[src/rtl/tcp_pkg.sv]
// ---------------------------------------------------------------------------
// tcp_pkg
// Shared types and constants for the thresholded colocalization pass.
// ---------------------------------------------------------------------------
package tcp_pkg;

	localparam int SampleBitsDef = 8;
	localparam int VoxelCountBitsDef = 24;
	localparam int NumStats = 19;
	localparam int StatBits = 40;
	localparam int IdxBits = 5;
	localparam int CfgIdxBits = 3;
	localparam int MapBits = 8;

	localparam logic [CfgIdxBits-1:0] RegCh1Lower = 3'd0;
	localparam logic [CfgIdxBits-1:0] RegCh2Lower = 3'd1;
	localparam logic [CfgIdxBits-1:0] RegCh1Upper = 3'd2;
	localparam logic [CfgIdxBits-1:0] RegCh2Upper = 3'd3;
	localparam logic [CfgIdxBits-1:0] RegFixedMap = 3'd4;

	localparam logic [0:0] KindMap = 1'b0;
	localparam logic [0:0] KindStat = 1'b1;

	// Counts saturate at the voxel-count limit, sums at the full width.
	localparam logic [NumStats-1:0] IsCountStat = 19'b000_0010_0001_1001_1100;

	typedef struct packed {
		logic [SampleBitsDef-1:0] ch1_sample;
		logic [SampleBitsDef-1:0] ch2_sample;
		logic                     last_voxel;
	} in_item_t;

	typedef struct packed {
		logic                kind;
		logic [MapBits-1:0]  map_value;
		logic                is_coloc;
		logic [IdxBits-1:0]  stat_index;
		logic [StatBits-1:0] stat_value;
		logic                end_of_run;
	} out_item_t;

	typedef struct packed {
		logic [MapBits-1:0] ch1_lower;
		logic [MapBits-1:0] ch2_lower;
		logic [MapBits-1:0] ch1_upper;
		logic [MapBits-1:0] ch2_upper;
		logic [MapBits-1:0] fixed_map_value;
	} cfg_t;

	// Classified voxel handed from front to back.
	typedef struct packed {
		logic [SampleBitsDef-1:0] a;
		logic [SampleBitsDef-1:0] b;
		logic                     in1;
		logic                     in2;
		logic                     last;
		logic [MapBits-1:0]       map;
	} voxel_t;

endpackage

[src/rtl/tcp_front.sv]
// ---------------------------------------------------------------------------
// tcp_front
// Accepts voxels, tests thresholds, forms the map (fixed or bit-serial sqrt).
// ---------------------------------------------------------------------------
module tcp_front #(
	parameter int SampleBits = tcp_pkg::SampleBitsDef
) (
	input  logic                clk,
	input  logic                arst_n,
	input  logic                in_valid,
	output logic                in_stall,
	input  logic [SampleBits-1:0] in_a,
	input  logic [SampleBits-1:0] in_b,
	input  logic                in_last,
	input  tcp_pkg::cfg_t       cfg,
	output logic                v_valid,
	input  logic                v_ready,
	output tcp_pkg::voxel_t     v_data
);
	localparam int ProdBits = 2 * SampleBits;
	localparam int RootBits = SampleBits;
	localparam int StepBits = $clog2(RootBits + 1);

	logic                  busy_q;
	logic                  done_q;
	logic [StepBits-1:0]   step_q;
	logic [ProdBits-1:0]   rem_q;
	logic [RootBits-1:0]   root_q;
	logic [SampleBits-1:0] a_q, b_q;
	logic                  in1_q, in2_q, last_q;
	logic [tcp_pkg::MapBits-1:0] map_q;

	logic in1, in2;
	logic [ProdBits-1:0] prod;
	logic [ProdBits+1:0] trial;
	logic [ProdBits+1:0] shifted;
	logic [RootBits-1:0] root_n;
	logic                fits;

	assign in_stall = busy_q || done_q;
	assign in1 = ({8'd0, in_a} >= {{SampleBits{1'b0}}, cfg.ch1_lower})
		&& ({8'd0, in_a} <= {{SampleBits{1'b0}}, cfg.ch1_upper});
	assign in2 = ({8'd0, in_b} >= {{SampleBits{1'b0}}, cfg.ch2_lower})
		&& ({8'd0, in_b} <= {{SampleBits{1'b0}}, cfg.ch2_upper});
	assign prod = ProdBits'(in_a) * ProdBits'(in_b);

	// One root bit per cycle, restoring method on the remainder.
	always_comb begin
		shifted = {2'b00, rem_q};
		trial = ({2'b00, {(ProdBits-RootBits){1'b0}}, root_q} << (step_q + 1'b1))
			| ((ProdBits+2)'(1) << (2 * step_q));
		fits = shifted >= trial;
		root_n = root_q | (fits ? (RootBits'(1) << step_q) : '0);
	end

	always_ff @(posedge clk or negedge arst_n) begin
		if (!arst_n) begin
			busy_q <= 1'b0;
			done_q <= 1'b0;
		end else begin
			if (in_valid && !in_stall) begin
				a_q <= in_a;
				b_q <= in_b;
				in1_q <= in1;
				in2_q <= in2;
				last_q <= in_last;
				rem_q <= prod;
				root_q <= '0;
				step_q <= StepBits'(RootBits - 1);
				if (in1 && in2 && cfg.fixed_map_value == '0) begin
					busy_q <= 1'b1;
				end else begin
					done_q <= 1'b1;
					map_q <= (in1 && in2) ? cfg.fixed_map_value : '0;
				end
			end else if (busy_q) begin
				root_q <= root_n;
				if (fits) begin
					rem_q <= ProdBits'(shifted - trial);
				end
				if (step_q == '0) begin
					busy_q <= 1'b0;
					done_q <= 1'b1;
					map_q <= root_n[tcp_pkg::MapBits-1:0];
				end else begin
					step_q <= step_q - 1'b1;
				end
			end else if (done_q && v_ready) begin
				done_q <= 1'b0;
			end
		end
	end

	assign v_valid = done_q;
	always_comb begin
		v_data.a = a_q;
		v_data.b = b_q;
		v_data.in1 = in1_q;
		v_data.in2 = in2_q;
		v_data.last = last_q;
		v_data.map = map_q;
	end
endmodule

[src/rtl/tcp_queue.sv]
// ---------------------------------------------------------------------------
// tcp_queue
// Two-entry queue between the classifier and the accumulator/drain side.
// ---------------------------------------------------------------------------
module tcp_queue (
	input  logic            clk,
	input  logic            arst_n,
	input  logic            wr_valid,
	output logic            wr_ready,
	input  tcp_pkg::voxel_t wr_data,
	output logic            rd_valid,
	input  logic            rd_ready,
	output tcp_pkg::voxel_t rd_data
);
	tcp_pkg::voxel_t mem_q [2];
	logic       wp_q, rp_q;
	logic [1:0] cnt_q;
	logic       wr, rd;

	assign wr_ready = cnt_q != 2'd2;
	assign rd_valid = cnt_q != 2'd0;
	assign wr = wr_valid && wr_ready;
	assign rd = rd_valid && rd_ready;
	assign rd_data = mem_q[rp_q];

	always_ff @(posedge clk) begin
		if (wr) begin
			mem_q[wp_q] <= wr_data;
		end
	end

	always_ff @(posedge clk or negedge arst_n) begin
		if (!arst_n) begin
			wp_q <= 1'b0;
			rp_q <= 1'b0;
			cnt_q <= 2'd0;
		end else begin
			if (wr) wp_q <= ~wp_q;
			if (rd) rp_q <= ~rp_q;
			cnt_q <= cnt_q + {1'b0, wr} - {1'b0, rd};
		end
	end
endmodule

[src/rtl/tcp_back.sv]
// ---------------------------------------------------------------------------
// tcp_back
// Updates the nineteen accumulators, emits map results and drains statistics.
// ---------------------------------------------------------------------------
module tcp_back #(
	parameter int SampleBits = tcp_pkg::SampleBitsDef,
	parameter int VoxelCountBits = tcp_pkg::VoxelCountBitsDef
) (
	input  logic               clk,
	input  logic               arst_n,
	input  logic               v_valid,
	output logic               v_ready,
	input  tcp_pkg::voxel_t    v_data,
	output logic               out_valid,
	input  logic               out_stall,
	output tcp_pkg::out_item_t out_data
);
	localparam int N = tcp_pkg::NumStats;
	localparam int W = tcp_pkg::StatBits;
	localparam int IB = tcp_pkg::IdxBits;
	localparam logic [W-1:0] SumMax = '1;
	localparam logic [W-1:0] CountMax = W'((41'd1 << VoxelCountBits) - 41'd1);
	localparam int PB = 2 * SampleBits;

	localparam logic [1:0] StIdle = 2'd0;
	localparam logic [1:0] StMap = 2'd1;
	localparam logic [1:0] StDrain = 2'd2;

	logic [1:0]  state_q;
	logic [IB-1:0] pos_q;
	logic [W-1:0] acc_q [N];
	tcp_pkg::voxel_t vox_q;
	logic        out_valid_q;
	tcp_pkg::out_item_t out_q;

	// Products registered one stage ahead of the adds.
	logic [PB-1:0] pab_s1, paa_s1, pbb_s1;
	logic [W-1:0] addv [N];
	logic [N-1:0] en;
	logic         out_free;
	logic         coloc;
	logic         emit;

	assign out_free = !out_valid_q || !out_stall;
	assign v_ready = state_q == StIdle;
	assign coloc = vox_q.in1 && vox_q.in2;
	assign emit = (state_q == StMap || state_q == StDrain) && out_free;

	always_comb begin
		for (int i = 0; i < N; i++) begin
			addv[i] = W'(1);
		end
		addv[0] = W'(vox_q.a);
		addv[1] = W'(vox_q.b);
		addv[5] = W'(vox_q.a);
		addv[6] = W'(vox_q.b);
		addv[9] = W'(vox_q.a);
		addv[10] = W'(vox_q.b);
		addv[11] = W'(vox_q.a);
		addv[12] = W'(vox_q.b);
		addv[14] = W'(vox_q.a);
		addv[15] = W'(vox_q.b);
		addv[16] = W'(pab_s1);
		addv[17] = W'(paa_s1);
		addv[18] = W'(pbb_s1);
		en = '0;
		en[0] = 1'b1;
		en[1] = 1'b1;
		en[2] = 1'b1;
		en[3] = vox_q.a != '0;
		en[6] = vox_q.a != '0;
		en[4] = vox_q.b != '0;
		en[5] = vox_q.b != '0;
		en[7] = vox_q.in1;
		en[9] = vox_q.in1;
		en[12] = vox_q.in1;
		en[8] = vox_q.in2;
		en[10] = vox_q.in2;
		en[11] = vox_q.in2;
		for (int i = 13; i < N; i++) begin
			en[i] = coloc;
		end
	end

	always_ff @(posedge clk) begin
		if (v_valid && v_ready) begin
			vox_q <= v_data;
			pab_s1 <= PB'(v_data.a) * PB'(v_data.b);
			paa_s1 <= PB'(v_data.a) * PB'(v_data.a);
			pbb_s1 <= PB'(v_data.b) * PB'(v_data.b);
		end
	end

	always_ff @(posedge clk or negedge arst_n) begin
		if (!arst_n) begin
			state_q <= StIdle;
			pos_q <= '0;
			out_valid_q <= 1'b0;
			for (int i = 0; i < N; i++) begin
				acc_q[i] <= '0;
			end
		end else begin
			// drop the taken result unless a new one replaces it
			if (out_valid_q && !out_stall && !emit) begin
				out_valid_q <= 1'b0;
			end
			case (state_q)
				StIdle: begin
					if (v_valid) begin
						state_q <= StMap;
					end
				end
				StMap: begin
					if (out_free) begin
						for (int i = 0; i < N; i++) begin
							if (en[i]) begin
								logic [W-1:0] cap;
								cap = tcp_pkg::IsCountStat[i] ? CountMax : SumMax;
								if (addv[i] >= cap || acc_q[i] >= cap - addv[i]) begin
									acc_q[i] <= cap;
								end else begin
									acc_q[i] <= acc_q[i] + addv[i];
								end
							end
						end
						out_valid_q <= 1'b1;
						out_q.kind <= tcp_pkg::KindMap;
						out_q.map_value <= coloc ? vox_q.map : '0;
						out_q.is_coloc <= coloc;
						out_q.stat_index <= '0;
						out_q.stat_value <= '0;
						out_q.end_of_run <= !vox_q.last;
						pos_q <= '0;
						state_q <= vox_q.last ? StDrain : StIdle;
					end
				end
				StDrain: begin
					if (out_free) begin
						out_valid_q <= 1'b1;
						out_q.kind <= tcp_pkg::KindStat;
						out_q.map_value <= '0;
						out_q.is_coloc <= 1'b0;
						out_q.stat_index <= pos_q;
						out_q.stat_value <= acc_q[pos_q];
						out_q.end_of_run <= pos_q == IB'(N - 1);
						acc_q[pos_q] <= '0;
						if (pos_q == IB'(N - 1)) begin
							pos_q <= '0;
							state_q <= StIdle;
						end else begin
							pos_q <= pos_q + 1'b1;
						end
					end
				end
				default: state_q <= StIdle;
			endcase
		end
	end

	assign out_valid = out_valid_q;
	assign out_data = out_q;
endmodule

[src/rtl/thresholded_colocalization_pass.sv]
// ---------------------------------------------------------------------------
// thresholded_colocalization_pass
// Two-channel colocalization map with streaming Manders/Pearson statistics.
// ---------------------------------------------------------------------------
// A voxel passes the front, queue, back voxel and output registers; for a
// geometric-mean map the front's root steps come first, stalling input.
// The back takes a new voxel only after emitting the previous map result.
// A last voxel adds 19 drain results, one per cycle unless the output stalls.
// Reset clears accumulators and control; config registers take reset values.
module thresholded_colocalization_pass #(
	parameter int SAMPLE_BITS = tcp_pkg::SampleBitsDef,
	parameter int VOXEL_COUNT_BITS = tcp_pkg::VoxelCountBitsDef
) (
	input  logic                clk,
	input  logic                arst_n,
	input  logic                in_valid,
	output logic                in_stall,
	input  tcp_pkg::in_item_t   in_data,
	output logic                out_valid,
	input  logic                out_stall,
	output tcp_pkg::out_item_t  out_data,
	input  logic                cfg_valid,
	output logic                cfg_ready,
	input  logic [tcp_pkg::CfgIdxBits-1:0] cfg_index,
	input  logic [tcp_pkg::MapBits-1:0]    cfg_data
);
	tcp_pkg::cfg_t   cfg_q;
	logic            fv, fr, bv, br;
	tcp_pkg::voxel_t fd, bd;

	assign cfg_ready = 1'b1;

	always_ff @(posedge clk or negedge arst_n) begin
		if (!arst_n) begin
			cfg_q.ch1_lower <= '0;
			cfg_q.ch2_lower <= '0;
			cfg_q.ch1_upper <= '1;
			cfg_q.ch2_upper <= '1;
			cfg_q.fixed_map_value <= '0;
		end else if (cfg_valid) begin
			case (cfg_index)
				tcp_pkg::RegCh1Lower: cfg_q.ch1_lower <= cfg_data;
				tcp_pkg::RegCh2Lower: cfg_q.ch2_lower <= cfg_data;
				tcp_pkg::RegCh1Upper: cfg_q.ch1_upper <= cfg_data;
				tcp_pkg::RegCh2Upper: cfg_q.ch2_upper <= cfg_data;
				tcp_pkg::RegFixedMap: cfg_q.fixed_map_value <= cfg_data;
				default: ;
			endcase
		end
	end

	tcp_front #(.SampleBits(SAMPLE_BITS)) u_front (
		.clk(clk), .arst_n(arst_n),
		.in_valid(in_valid), .in_stall(in_stall),
		.in_a(in_data.ch1_sample), .in_b(in_data.ch2_sample),
		.in_last(in_data.last_voxel), .cfg(cfg_q),
		.v_valid(fv), .v_ready(fr), .v_data(fd)
	);

	tcp_queue u_queue (
		.clk(clk), .arst_n(arst_n),
		.wr_valid(fv), .wr_ready(fr), .wr_data(fd),
		.rd_valid(bv), .rd_ready(br), .rd_data(bd)
	);

	tcp_back #(.SampleBits(SAMPLE_BITS), .VoxelCountBits(VOXEL_COUNT_BITS)) u_back (
		.clk(clk), .arst_n(arst_n),
		.v_valid(bv), .v_ready(br), .v_data(bd),
		.out_valid(out_valid), .out_stall(out_stall), .out_data(out_data)
	);
endmodule
[config.mk]
export PLATFORM = sky130hd
export DESIGN_NAME = thresholded_colocalization_pass
export DESIGN_NICKNAME = d
export VERILOG_FILES = /design/src/rtl/tcp_pkg.sv /design/src/rtl/tcp_front.sv /design/src/rtl/tcp_queue.sv /design/src/rtl/tcp_back.sv /design/src/rtl/thresholded_colocalization_pass.sv
export SDC_FILE = /design/constraint.sdc
export NUM_CORES = 2
export LEC_CHECK = 0
export BUFFER_PORTS_ARGS = -buffer_cell sky130_fd_sc_hd__buf_2
export CORE_MARGIN = 2
export CORE_UTILIZATION = 40
export CTS_CLUSTER_SIZE = 25
export DETAILED_ROUTE_END_ITERATION = 6
export PLACE_DENSITY_LB_ADDON = 0.1
export SLEW_MARGIN = 30
export SYNTH_ARGS = -nofsm -noshare
export SYNTH_HDL_FRONTEND = slang
export SYNTH_SLANG_ARGS = --single-unit
export TNS_END_PERCENT = 1
[constraint.sdc]
create_clock -name clk -period 13.9 [get_ports clk]
set_clock_uncertainty 0.1 [all_clocks]
set_input_delay 2.78 -clock clk [delete_from_list [all_inputs] [get_ports clk]]
set_output_delay 2.78 -clock clk [all_outputs]
set_load 0.02 [all_outputs]
After elaboration in Yosys (flattened, before gate mapping) --
Memory sizes are Yosys's and may differ from the RTL's. Cells that the tools add are included.
Word-level totals: flip-flop bits (word level) 1000, ROM bits 0, latch bits 0, bits of input ports 33, memories 1, RAM bits 54
Cells by class: bitwise gates (word level) 7, $add $sub $neg 30, shift operators 3, reductions and logical operators 63, magnitude comparators 31, equal/unequal tests 20, $mul 4, multiplexer cells 83, div/mod/pow operators 0
Memories:
- u_queue.mem_q | depth 2, bits a word 27, read ports 1, clocked after memory_dff 0, write ports 1, line tcp_queue.sv:15 | tcp_pkg::voxel_t mem_q [2];
Operator list (count):
- 2-to-1 mux 40 bit | 38
- 2-to-1 mux 760 bit | 2
- case mux 760 bit (2 select lines) | 1
- bitwise AND 760 bit | 1
- NOT 760 bit | 1
- >= comparator 40 bit | 13
- adder 40 x 8 -> 40 bit | 10
- adder 40 x 1 -> 40 bit (second input constant) | 6
- >= comparator 40 x 24 -> 1 bit (second input constant) | 6
- binary-select mux 40 bit (select 5 bit) | 1
- demux 40 bit (select 5 bit) | 1
- adder 40 x 16 -> 40 bit | 3
- >= comparator 16 x 40 -> 1 bit (second input constant) | 3
- 2-to-1 mux 56 bit | 2
- case mux 56 bit (2 select lines) | 1
- >= comparator 8 x 40 -> 1 bit (second input constant) | 2
- multiplier 8 x 8 -> 16 bit | 4
- 2-to-1 mux 8 bit | 8
- subtractor 1 x 17 -> 18 bit (first input constant) | 3
- 2-to-1 mux 16 bit | 3
- AND reduction 4 bit | 8
- subtractor 1 x 9 -> 10 bit (first input constant) | 2
- >= comparator 16 x 18 -> 1 bit | 1
- bitwise OR 18 bit | 1
- other kinds (44) | 120

Longest topological paths before layout --
depth in word-level cells 9, gate-level depth with buffers 22, gate-level depth less buffers 19

By module --
Synthesis repeated with hierarchy kept, for this count alone.
Second synthesis, totals: cells, all modules 7764, area total of the unflattened synthesis 73081.3 µm²
By module, submodules not included:
- tcp_back | instances 1, area each 62792.7 µm², seq. area each 23032.1 µm², cells an instance 6854
- tcp_front | instances 1, area each 6550.0 µm², seq. area each 1701.6 µm², cells an instance 714
- tcp_queue | instances 1, area each 2178.3 µm², seq. area each 1721.7 µm², cells an instance 106
- thresholded_colocalization_pass | instances 1, area each 1560.2 µm², seq. area each 1021.0 µm², cells an instance 90

Worst setup path before layout --
Ideal clock, no wire load.
path kind input-to-reg, start point input port in_data[10] (netlist name), end point register u_front.rem_q[14], data pin, data arrival time 6732 ps, required time 13531 ps, path buffers 0, path slack 6799 ps, setup time 269 ps, stages on the path 15, cell sequence and2_1 fa_1 fa_1 fa_1 inv_1 fa_1 inv_1 ha_1 or2_2 o311a_1 a2111o_1 a21o_1 a21oi_1 xor2_1 o21ai_0
On the way: cells in the longest elaborated chain, start to end 2
Ends and longest elaborated chain:
- start, declared | line thresholded_colocalization_pass.sv:18 | input tcp_pkg::in_item_t in_data,
- multiplier 8 x 8 -> 16 bit | line tcp_front.sv:45 | assign prod = ProdBits'(in_a) * ProdBits'(in_b);
- 2-to-1 mux 16 bit | line tcp_front.sv:61 | if (in_valid && !in_stall) begin
- end signal, assigned | line tcp_front.sv:67 | rem_q <= prod;
- end signal, assigned | line tcp_front.sv:79 | rem_q <= ProdBits'(shifted - trial);
- end, declared | line tcp_front.sv:27 | logic [ProdBits-1:0] rem_q;
Every way passes these cells. A chain may end at the register's enable or synchronous reset.

Final worst setup path --
start point input port in_data[9] (netlist name), end point register u_front.rem_q[14], data pin
The elaborated chain is that of the path after synthesis.

==> impl_results.md <==
- Status: finished, final reports clean
- Share of cells above drive strength 1: 9.99%
- Final nets: 8298
- Met2 wire len: 119000 um
- Metal1 wirelength: 113000 um
- Most used cell, CP: fa_1
- I/O pin total: 92
- Min-delay worst type: reg2reg
- Worst-path cell chain: buf_2 > nand2_1 > fa_1 > fa_1 > inv_1 > fa_1 > inv_1 > fa_1 > inv_1 > ha_1 > nor3_1 > o211ai_1 > o311a_1 > a2111o_1 > a21o_1 > a21oi_1 > xor2_1 > o21ai_0
- CTS tree: yes
- Routed wl met3: 16800 um
- Area leader, netlist: dfrtp_1
- Hpwl dp: 189000 um
- Synth Area in Adders: 9.68%
- Tmin final: 6.73 ns
- Fin crit share: 48.5%
- Setup tns final: 0 ns
- Seq/Total Area, Yosys: 38.0%
- Setup violators final: 0
- Routed vias: 63298
- Synth cell count leaders: o21ai_0 (979), nand2_1 (815), dfrtp_1 (798)
- Initial antenna violation count: 12
- Placer Congestion: around 0.96
- Pleak: 33.8 nW
- CORE AREA: 180000 um2
- Slew HR: 21.2%
- Crit Path Class: in2reg
- CTS root buf: clkbuf_16
- Tot Pwr: 23.7 mW
- Critical Path AT: 7.15 ns
- Post-CTS Setup Bufs: 0
- Yosys Warn Count: 0
- Routed wire length: between 200000 and 300000 um
- Drt wl/cell: 25.5 um
- Initial Util: between 40% and 50%
- Clk sinks: between 1000 and 1500
- Critical Path Start Type: input port
- CP top delay family: adder cells
- Reg area: 27500 um2
- Initial drt markers: 6398
- Area of the multi-input gates: 41600 um2
- Largest net degree at the start of global routing: 155
- Initial DRT Pass Iterations: 6
- Port Buffers: 90
- Die width: between 400 and 500 um
- Global-route wire length before repair: 393000 um
- Synth Area in Simple Gates: 16.9%
- Top cell type's share of synthesized area: 27.6%
- Synth area leaders: dfrtp_1 (28%), edfxtp_1 (9.8%), o21ai_0 (6.8%)
- Vias in the first global route: 60530
- Max incr delay on CP: 0.55 ns
- Clk Latency, worst-skew pair: slightly above 0.8 ns
- Post-cts gate resize count: 0
- Via-to-Cell Ratio: 6.16
- DIE AREA: ~180000 um2
- Die height: 429 um
- RSZ-0062 raised after global routing: no
- Final global-route overflow total: 0
- Top layer used by detailed routing: met5
- CTS max path bufs: 3
- Async SR Flop Fraction: 77.5%
- Number of synthesized register bits: 1050
- Worst-path fanout max: 10
- Clock slew at reported path FFs: 0.06 ns
- Pwr dens: ~300 nW/um2
- EDFF count, synth: around 240
- Compound-cell area share of the yosys netlist: around 21%
- Max cap viols: 0
- Syn Nets: about 8400
- CP Data Required Time: 14.32 ns
- Crit. End Element: flip-flop
- Post-Syn Area: 72300 um2
- Final count of hold timing violations: 0
- # DRC: 0
- Post-route ant nets: 0
- XOR/XNOR Fraction of Synth Area: 2.02%
- Syn Inst Count: 7861
- Max frequency: about 150 MHz
- Fin util: 44.4%
- Most frequent cell after synthesis: o21ai_0
- H-tree depth: 4
- Num CTS Buffers: 134
- Most used DFF post-synth: dfrtp_1
- Worst-margin pin slew: 1.18 ns
- Mapped Avg Cell Area: 9.20 um2
- Final Max Tran Viols: 0
- Critical Path Slowest Stage Cell: fa_1
- # fillers: 17444
- Post-synthesis mux area share: under 10%
- Post-CTS Hold Fix Bufs: 0
- Peak supply drop: around 640 uV
- Global Route Usage Sum: 27.9%
- Area grow syn2layout: 10.5%
- Row Count: 156
- Netlist cell types: 105
- Largest family of logic cells by synthesized area: compound AO/OA/AOI/OAI gates
- CP bufs+invs: 4
-- cell usage in the layout (no fill, tap or decap), types with 162 or more instances in the layout --
master    count
a22o_1      204
dfrtp_1     794
mux4_2      168
nor3_1      162
nand2_1     811
ha_1        344
a21oi_1     395
o21ai_0     976
inv_1       474
nand3_1     295
a21o_1      195
and2_1      184
edfxtp_1    236
nor2_1      408
-- worst paths after layout --
check                                 start                   to  slack, ns  cells after the start
max reg2reg                    u_queue.rp_q    u_back.pab_s1[15]       8.08                     18
max in group asynchronous            arst_n    u_back.acc_q[503]       8.89                      6
max                              in_data[9]    u_front.rem_q[14]       7.17                     18
min in group asynchronous            arst_n    u_back.acc_q[719]       1.78                      1
min                        u_front.map_q[2]  u_queue.mem_q[1][2]       0.33                      0
min reg2reg                u_front.map_q[2]  u_queue.mem_q[1][2]       0.33                      0
-- worst reg2reg max path, stage by stage, from the launching register on --
cell and delay [ns]:
dfrtp_1 0.32, buf_4 0.41, mux2i_1 0.25, buf_4 0.26
clkinv_1 0.28, nand2_1 0.15, fa_1 0.44, fa_1 0.54
inv_1 0.06, fa_1 0.54, inv_1 0.06, fa_1 0.57
inv_1 0.05, ha_1 0.34, and2_1 0.17, o41ai_1 0.37
o21ai_0 0.20, o41ai_1 0.33, xnor2_1 0.10
-- where the power goes --
group	leakage [nW]	switching [mW]	internal [mW]
clock	2.21	1.50	2.16
combinational	18.5	9.28	5.71
sequential	13.2	0.751	4.33
-- logic make-up after synthesis --
kind of cell	after synthesis
fa+ha+maj	479
compound gates	2474
xor+xnor	167
other cells	1
mux	290
simple gates	2491
buf+inv	909
flops	1050
-- state kept, by name (all words and copies together) (netlist names), 9 cells and up --
name / flops
u_back.vox_q: 9
u_back.pbb_s1: 15
u_queue.mem_q: 54
u_back.paa_s1: 15
u_back.pab_s1: 16
u_back.out_data: 56
u_back.addv: 14
u_back.acc_q: 760
cfg_q: 40
u_front.rem_q: 16
-- layer usage --
metal | up-vias | track usage [%]
met1 | 31840 | 38.2
met2 | 2264 | 43.3
met5 | - | 0
met3 | 418 | 4.35
li1 | 28772 | -
met4 | 4 | 13.3
-- metrics by stage --
| step | setup WS, ns | cell area, um2 | cells | hold WS [ns] |
|---|---|---|---|---|
| after CTS | 7.17 | 79800 | 10263 | 0.324 |
| final | 7.17 | 79900 | 10272 | 0.330 |
| after global routing | 6.95 | 79900 | 10265 | 0.346 |
| after floorplan | 6.80 | 72300 | 7861 | 0.321 |
| after detailed placement | 6.33 | 75300 | 10018 | 0.331 |
| after global placement | 6.38 | 75200 | 10017 | 0.322 |
-- final cells by class --
class | instances | area share, %
Clock buffer | 182 | 4.65
Tap cell | 2370 | 3.71
Clock inverter | 63 | 1.04
Antenna cell | 7 | 0.0219
Timing Repair Buffer | 219 | 1.89
Multi-Input combinational cell | 5902 | 52.0
Sequential cell | 1050 | 34.4
Inverter | 479 | 2.25
No activity file was read; power rests on OpenSTA's default activity.
